==> src/sv/htr_pkg.sv <==
package htr_pkg;

	localparam int MAX_ENTRIES       = 256;
	localparam int ID_BITS           = 8;
	localparam int CMD_BITS          = 3;
	localparam int STATUS_BITS       = 2;
	localparam int BYTES_BITS        = 32;
	localparam int LIVE_BITS         = 9;
	localparam int DEFAULT_SIZE_BITS = 24;
	localparam int DEFAULT_ADDR_BITS = 32;
	localparam int DEFAULT_REF_BITS  = 16;

	typedef enum logic [CMD_BITS-1:0] {
		CMD_ADD    = 3'd0,
		CMD_REMOVE = 3'd1,
		CMD_INC    = 3'd2,
		CMD_DEC    = 3'd3,
		CMD_FIND   = 3'd4,
		CMD_QUERY  = 3'd5
	} cmd_e_t;

	typedef enum logic [STATUS_BITS-1:0] {
		ST_OK        = 2'd0,
		ST_NO_ENTRY  = 2'd1,
		ST_FULL      = 2'd2,
		ST_NO_VICTIM = 2'd3
	} status_t;

	// Commands from the controller to the datapath.
	typedef struct packed {
		logic load_in;
		logic fifo_rd;
		logic slot_rd_id;
		logic scan_init;
		logic scan_rd;
		logic scan_step;
		logic do_add;
		logic do_entry;
		logic do_scan_hit;
		logic do_scan_miss;
		logic do_misc;
	} ctl_t;

	// Status from the datapath to the controller.
	typedef struct packed {
		cmd_e_t cmd;
		logic   fifo_nonempty;
		logic   scan_hit;
		logic   scan_last;
		logic   out_free;
	} sts_t;

endpackage

==> src/sv/htr_ctrl.sv <==
module htr_ctrl import htr_pkg::*; (
	input  logic clk,
	input  logic arst_n,
	input  logic in_valid,
	output logic in_ready,
	input  sts_t sts,
	output ctl_t ctl
);

	typedef enum logic [6:0] {
		S_IDLE     = 7'b0000001,
		S_DISPATCH = 7'b0000010,
		S_ADD      = 7'b0000100,
		S_ENTRY    = 7'b0001000,
		S_SCAN_RD  = 7'b0010000,
		S_SCAN_CHK = 7'b0100000,
		S_MISC     = 7'b1000000
	} state_t;

	state_t state_q, state_d;

	always_comb begin
		state_d  = state_q;
		ctl      = '0;
		in_ready = 1'b0;
		unique case (state_q)
			S_IDLE: begin
				in_ready = 1'b1;
				if (in_valid) begin
					ctl.load_in = 1'b1;
					state_d     = S_DISPATCH;
				end
			end
			S_DISPATCH: begin
				unique case (sts.cmd) inside
					CMD_ADD: begin
						ctl.fifo_rd = sts.fifo_nonempty;
						state_d     = S_ADD;
					end
					CMD_REMOVE, CMD_INC, CMD_DEC, CMD_QUERY: begin
						ctl.slot_rd_id = 1'b1;
						state_d        = S_ENTRY;
					end
					CMD_FIND: begin
						ctl.scan_init = 1'b1;
						state_d       = S_SCAN_RD;
					end
					default: state_d = S_MISC;
				endcase
			end
			S_ADD: begin
				if (sts.out_free) begin
					ctl.do_add = 1'b1;
					state_d    = S_IDLE;
				end
			end
			S_ENTRY: begin
				if (sts.out_free) begin
					ctl.do_entry = 1'b1;
					state_d      = S_IDLE;
				end
			end
			S_SCAN_RD: begin
				ctl.scan_rd = 1'b1;
				state_d     = S_SCAN_CHK;
			end
			S_SCAN_CHK: begin
				if (sts.scan_hit) begin
					if (sts.out_free) begin
						ctl.do_scan_hit = 1'b1;
						state_d         = S_IDLE;
					end
				end else if (sts.scan_last) begin
					if (sts.out_free) begin
						ctl.do_scan_miss = 1'b1;
						state_d          = S_IDLE;
					end
				end else begin
					ctl.scan_step = 1'b1;
					state_d       = S_SCAN_RD;
				end
			end
			S_MISC: begin
				if (sts.out_free) begin
					ctl.do_misc = 1'b1;
					state_d     = S_IDLE;
				end
			end
			default: state_d = S_IDLE;
		endcase
	end

	always_ff @(posedge clk or negedge arst_n) begin
		if (!arst_n) begin
			state_q <= S_IDLE;
		end else begin
			state_q <= state_d;
		end
	end

endmodule

==> config.mk <==
export PLATFORM = sky130hd
export DESIGN_NAME = htr_ctrl
export DESIGN_NICKNAME = d
export VERILOG_FILES = /design/src/sv/htr_pkg.sv /design/src/sv/htr_ctrl.sv
export SDC_FILE = /design/constraint.sdc
export NUM_CORES = 1
export LEC_CHECK = 0
export ABC_AREA = 1
export BUFFER_PORTS_ARGS = -buffer_cell sky130_fd_sc_hd__buf_2
export CORE_ASPECT_RATIO = 1.4
export CORE_MARGIN = 4
export CORE_UTILIZATION = 30
export DETAILED_ROUTE_END_ITERATION = 16
export PLACE_DENSITY = 0.63
export SLEW_MARGIN = 0
export SYNTH_ARGS = -nofsm -noshare
export SYNTH_HDL_FRONTEND = slang
export SYNTH_SLANG_ARGS = --single-unit
==> constraint.sdc <==
create_clock -name clk -period 1.8 [get_ports clk]
set_clock_uncertainty 0.1 [all_clocks]
set_input_delay 0.36 -clock clk [delete_from_list [all_inputs] [get_ports clk]]
set_output_delay 0.36 -clock clk [all_outputs]
set_load 0.03 [all_outputs]
[Yosys cells after proc, flatten, opt, wreduce, memory -nomap -nowiden]
Index checks and enable logic that the tools add are counted.
Operators by class
  equality and inequality tests: 13
  mux-type cells: 25
  reduce and logical (&&, ||, !) cells: 3
Operator list (number)
  7-bit case mux with 5 select lines: 1
  7-bit 2-to-1 mux: 4
  7-bit case mux with 3 select lines: 1
  1-bit 2-to-1 mux: 17
  7-bit by 1-bit equality test with 1-bit output (second input constant): 1
  7-bit by 2-bit equality test with 1-bit output (second input constant): 1
  7-bit by 3-bit equality test with 1-bit output (second input constant): 1
  7-bit by 4-bit equality test with 1-bit output (second input constant): 1
  7-bit by 5-bit equality test with 1-bit output (second input constant): 1
  7-bit by 6-bit equality test with 1-bit output (second input constant): 1
  7-bit equality test (second input constant): 1
  3-bit by 2-bit equality test with 1-bit output (second input constant): 2
  3-bit equality test (second input constant): 2
  4-bit OR reduction: 1
  3-bit by 1-bit equality test with 1-bit output (second input constant): 1
  3-bit logical NOT: 1
  3-bit 2-to-1 mux: 1
  3-bit OR reduction: 1
  2-bit 2-to-1 mux: 1
  2-bit inequality test (second input constant): 1
Storage, ports and cells
  flip-flop bits (word level): 7
  logic and storage cells: 42

[Depth between registers and ports, before layout]
Gate-level depths: netlist (run 1).
  depth in word-level cells: 4
  mapped depth: 9
  mapped depth without buffers: 9

[Worst setup path before layout (run 1)]
No wires, ideal clock.
  kind: flip-flop to output port
  from: reg state_q[4]
  to: out ctl[2] (netlist name)
  arrival: 1464 ps
  slack: -124 ps
  stages on the path, launching flop included: 6
  buffers on the path: 0
  cell sequence: dfrtp_1 > inv_1 > nand3_2 > nor2_4 > inv_2 > nor3_1
RTL lines
  from (decl): line htr_ctrl.sv:20  | state_t state_q, state_d;
  from (signal assigned): line htr_ctrl.sv:97  | state_q <= state_d;
  to (decl): line htr_ctrl.sv:7  | output ctl_t ctl

==> flow_summary.json, run 1 <==
{
  "status": "finished, violations left",
  "violations": "setup timing",
  "drcViolationCount": 0,
  "hold_path_class": "in -> reg",
  "reg_top3": "state_q: 7 flops",
  "vdd_drop_max_uv": 583,
  "mostFrequentLayoutCells": "nand2_1 (19), buf_4 (15), nor2_1 (12)",
  "critPathSlowestCell": "dfrtp_2",
  "layout_commonest_cell": "nand2_1",
  "drt_iter0_markers": 11,
  "stdcell_count": 153,
  "grt-ovfl-total": 0,
  "die_y_um": 61.9,
  "busiest_layer": "met2",
  "synthFlopType": "dfrtp_1",
  "rsz0062_at_grt": "yes",
  "dp_hpwl_um": 1260,
  "cts_made_buffers": 3,
  "rows": 19,
  "cts_buffer_depth": 2,
  "path_max_fanout": 4,
  "path_cells": "nor2_4, nand2_4, nor2_4, inv_4, nor4_4, buf_4",
  "worst_pin_slew_ps": 401,
  "timing.fmax_mhz": 505,
  "finalPower_uw": 999,
  "cts_max_level": 1,
  "slew_headroom": 0.731,
  "clkTransAtPathRegs_ps": 60,
  "pin_count": 22,
  "synth_cell_type_count": 20,
  "ant_nets": 0,
  "start_util": 0.315,
  "finalNetCount": 143,
  "netlist_area_um2": 622,
  "via_per_inst": 4.73,
  "grt_pass1_wl_um": 2920,
  "fillers": 187,
  "n_antenna_cell": 0,
  "finalCritPeriodShare": 1.10,
  "finalWirelength_um": 1850,
  "largest_reg_flops": 7,
  "routedWlPerCell_um": 12.1,
  "slowest_delay_ps": 440,
  "dr.pass1.iters": 3,
  "synth_nets": 102,
  "crit_path_end_kind": "primary output",
  "numPortBuffers": 21,
  "root_buffer": "clkbuf_4",
  "layout_setup_ws_ps": -181,
  "netlist_top_cells_area": "dfrtp_1 (24%), nand2_1 (13%), nor2_1 (13%)",
  "synth_edf_count": 0,
  "cts_tree": "done",
  "cts_num_sinks": 7,
  "worst_path_most_repeated_cell": "nor2_4",
  "grtUsageMet1": 0.144,
  "worstPathArrival_ps": 1520,
  "grt_pass1_vias": 731,
  "yosysTopAreaCellShare": 0.241,
  "grtUsageTotal": 0.145,
  "die_w_um": 46.5,
  "placedCellCount": 134,
  "critPathLaunchType": "register",
  "avgSynthCellArea_um2": 6.76,
  "synth-seq-cells": 7,
  "clock_latency_ps": 260,
  "area_growth_pct": 70.8,
  "hold_viol_final": 0,
  "max_cap_violations": 0,
  "multi_input_area_um2": 458,
  "power_density_nw_per_um2": 941,
  "grt_use_met3": 0.0202,
  "vias": 723,
  "fp.dieArea_um2": 2880,
  "finalCriticalPeriod_ps": 1980,
  "grt_max_degree": 10,
  "synthCells": 92,
  "area.sequential_um2": 178,
  "ys_warn_count": 0,
  "yosysTopAreaCell": "dfrtp_1",
  "path_class": "reg -> out",
  "gr-usage-met2": 0.276,
  "whs_ps": 272,
  "p_leak_nw": 0.549,
  "core_um2": 1970,
  "antenna_found_initial": 0,
  "async_flop_share": 1.00,
  "finalSetupViolations": 11,
  "largest_register": "state_q",
  "drv_slew": 0,
  "final_core_util": 0.538,
  "layout-drive-gt1-share": 0.591,
  "seq_area_frac_synth": 0.284,
  "gp_congestion": 0.756,
  "cp_data_required_time_ps": 1340
}
path summary, 6_finish.rpt:
| kind | start | end | slack [ps] | cells after the start |
|---|---|---|---|---|
| hold / removal | in_valid | state_q[1] | 270 | 3 |
| setup / recovery | state_q[3] | ctl[1] | -180 | 6 |
| hold reg to reg | state_q[6] | state_q[6] | 530 | 3 |
| setup reg to reg | state_q[5] | state_q[0] | 270 | 11 |
| max in group asynchronous | arst_n | state_q[0] | 1000 | 2 |
| min in group asynchronous | arst_n | state_q[2] | 360 | 2 |
synthesized netlist by cell type, types with 2 or more instances:
cell,count
nand3_1,3
nand2_4,2
nor2_1,21
nand2_1,21
nor2_4,4
dfrtp_1,6
clkinv_1,2
nand2_2,2
inv_1,12
inv_2,5
nand3_2,5
cell type report:
cell class                      count  area share
Timing Repair Buffer               36       0.283
Clock buffer                        4      0.0247
Multi-Input combinational cell     66       0.431
Sequential cell                     7       0.167
Inverter                           19      0.0695
Tap cell                           21      0.0247
power breakdown:
part           switching, mW  internal (mW)
clock                 0.0662         0.0851
sequential            0.0332          0.194
combinational          0.352          0.270
what timing repair did:
item	CTS	global route
gates resized for setup	20	27
endpoints found under the setup margin	12	12
hold endpoints to repair	6	0
setup buffers	11	4
pin swaps	8	9
hold buffers	1	0
worst max-delay path, delay by kind of cell (launching register included):
kind,cells,cell delay [ps]
buf+inv,2,270
flops,1,440
simple gates,4,550
per-stage QoR:
step / setup TNS (ps) / setup slack [ps] / cell area (um2)
3_3_place_gp: 0 / 39.9 / 769
5_1_grt: -2090 / -267 / 1060
2_1_floorplan: 0 / 13.8 / 638
4_1_cts: -932 / -140 / 961
6_report: -1230 / -181 / 1060
3_5_place_dp: 0 / 44.0 / 769
layer usage:
layer,up-vias,wire length (um)
met2,19,1070
met4,0,45
met1,340,652
met5,-,0
met3,5,77
li1,359,-
logic make-up after synthesis:
logic type,Yosys count,share of synthesized area
AOI/OAI and AO/OA,2,0.0221
buffers and inverters,19,0.115
DFF,7,0.284
and+or+nand+nor,64,0.579
(Power assumes the default switching activity.)
==> inputs of run 2 (changes only) <==
- CELL_PAD_IN_SITES_DETAIL_PLACEMENT: not set -> 1
- CELL_PAD_IN_SITES_GLOBAL_PLACEMENT: not set -> 2
- CORE_UTILIZATION: 30 -> 24
- PLACE_DENSITY: 0.63 -> 0.85
==> flow_summary.json, run 2 (same netlist as run 1, synthesis figures left out) <==
{
  "largest_reg_flops": 7,
  "finalWirelength_um": 2260,
  "hold_viol_final": 0,
  "path_cells": "nor2_4, nand2_4, nor2_4, inv_2, nor4_4, buf_6",
  "clkTransAtPathRegs_ps": 60,
  "core_um2": 2440,
  "fp.dieArea_um2": 3480,
  "slowest_delay_ps": 440,
  "cts_max_level": 1,
  "critPathSlowestCell": "dfrtp_2",
  "layout_setup_ws_ps": -180,
  "grt_pass1_wl_um": 3480,
  "grtUsageTotal": 0.136,
  "timing.fmax_mhz": 505,
  "placedCellCount": 148,
  "dpl-instance-area_um2": 793,
  "critPathLaunchType": "register",
  "cts_made_buffers": 3,
  "root_buffer": "clkbuf_4",
  "slew_headroom": 0.767,
  "final_area_um2": 1070,
  "finalCriticalPeriod_ps": 1980,
  "cts_num_sinks": 7,
  "dp_hpwl_um": 1620,
  "ant_nets": 0,
  "crit_family": "simple AND/OR/NAND/NOR gates",
  "n_antenna_cell": 0,
  "vias": 750,
  "rsz0062_at_grt": "yes",
  "tns_ps": -1200,
  "finalNetCount": 148,
  "drv_slew": 0,
  "worst_path_most_repeated_cell": "nor2_4",
  "routedWlPerCell_um": 13.2,
  "finalCritPeriodShare": 1.10,
  "mostFrequentLayoutCells": "buf_4 (22), nand2_1 (20), nor2_1 (15)",
  "dr.pass1.iters": 2,
  "die_w_um": 51.0,
  "fillers": 316,
  "layout-drive-gt1-share": 0.569,
  "largest_register": "state_q",
  "cp_data_required_time_ps": 1340,
  "numPortBuffers": 21,
  "pin_count": 22,
  "via_per_inst": 4.39,
  "reg2reg_from": "state_q[5]",
  "violations": "setup timing",
  "drt_iter0_markers": 10,
  "crit_buf_inv": 2,
  "clock_latency_ps": 250,
  "power_density_nw_per_um2": 914,
  "worstPathArrival_ps": 1520,
  "worst_pin_slew_ps": 348,
  "gp_congestion": 0.725,
  "vdd_drop_max_uv": 573,
  "max_cap_violations": 0,
  "drcViolationCount": 0,
  "path_class": "reg -> out",
  "cts_buffer_depth": 2,
  "cp-startpoint": "state_q[2]",
  "start_util": 0.254,
  "reg_top3": "state_q: 7 flops",
  "crit_path_end_kind": "primary output",
  "status": "finished, violations left",
  "p_leak_nw": 0.566,
  "finalSetupViolations": 12,
  "path_max_fanout": 4,
  "grt_max_degree": 8,
  "area_growth_pct": 72.6,
  "antenna_found_initial": 0,
  "layout_commonest_cell": "buf_4",
  "rows": 21,
  "stdcell_count": 171,
  "grt_pass1_vias": 782,
  "hp-start": "in_valid",
  "cts_tree": "done",
  "grt-ovfl-total": 0,
  "hold_path_class": "in -> reg",
  "die_y_um": 68.2
}
[run 2: cell types whose count changed in the layout (fill, tap and decap cells not counted)]
cell,before,now
nand2_2,2,1
clkinv_1,1,2
buf_6,10,9
nor2_4,9,5
nor3_4,1,2
inv_4,1,0
buf_4,15,22
nand2_1,19,20
nor2_2,5,6
nor2_1,12,15
nor3_2,2,1
buf_12,1,0
[run 2: where the power goes]
group	switching (mW)	internal [mW]
Clock	0.0598	0.0847
Combinational	0.356	0.255
Sequential	0.0327	0.193
Total	0.448	0.533
[run 2: metal layers]
metal,up-vias,global-route usage,share of wire
li1,368,-,-
met2,20,0.279,0.60
met1,356,0.130,0.34
met4,0,0.0606,0.018
met5,-,0,0
met3,6,0.0196,0.045
[run 2: worst reg2reg max path, cell delays in order, from the launching register on]
cell     delay, ps
dfrtp_1        420
inv_2           90
nand2_4         50
nor2_4         120
nand3_4        110
buf_6          140
nor3_4         150
buf_4          140
buf_4           90
a21o_1         100
[run 2: worst paths after layout]
kind | endpoint | slack, ps | depth (start not counted)
max in group asynchronous | state_q[0] | 1000 | 2
min reg2reg | state_q[2] | 520 | 2
max reg2reg | state_q[3] | 250 | 9
min | state_q[1] | 270 | 3
max | ctl[1] | -180 | 6
min in group asynchronous | state_q[2] | 370 | 2
[run 2: final cells by class]
cell class              count  area (um2)  share of cell area
flip-flops and latches      7         178               0.166
inverters                  19        71.3              0.0664
clock buffers               4        26.3              0.0245
repair buffers             41         322               0.300
multi-input cells          66         434               0.404
well taps                  34        42.5              0.0396
[run 2: repair_timing]
item | CTS | global route
endpoints found under the setup margin | 12 | 12
hold buffers | 1 | 0
gates resized for setup | 30 | 6
buffers inserted | 10 | 8
hold endpoints to repair | 6 | 0
pin swaps | 8 | 6
[run 2: metrics by stage]
| step | setup slack [ps] | total power, mW | utilization | hold slack, ps |
|---|---|---|---|---|
| 6_report | -180 | 0.981 | 0.439 | 271 |
| 5_1_grt | -265 | 1.05 | 0.439 | 287 |
| 4_1_cts | -155 | 0.911 | 0.406 | 270 |
| 3_5_place_dp | 66.8 | 0.650 | 0.325 | 107 |
| 3_3_place_gp | 93.0 | 0.631 | 0.325 | 101 |
| 2_1_floorplan | 13.8 | 0.539 | - | -35.6 |
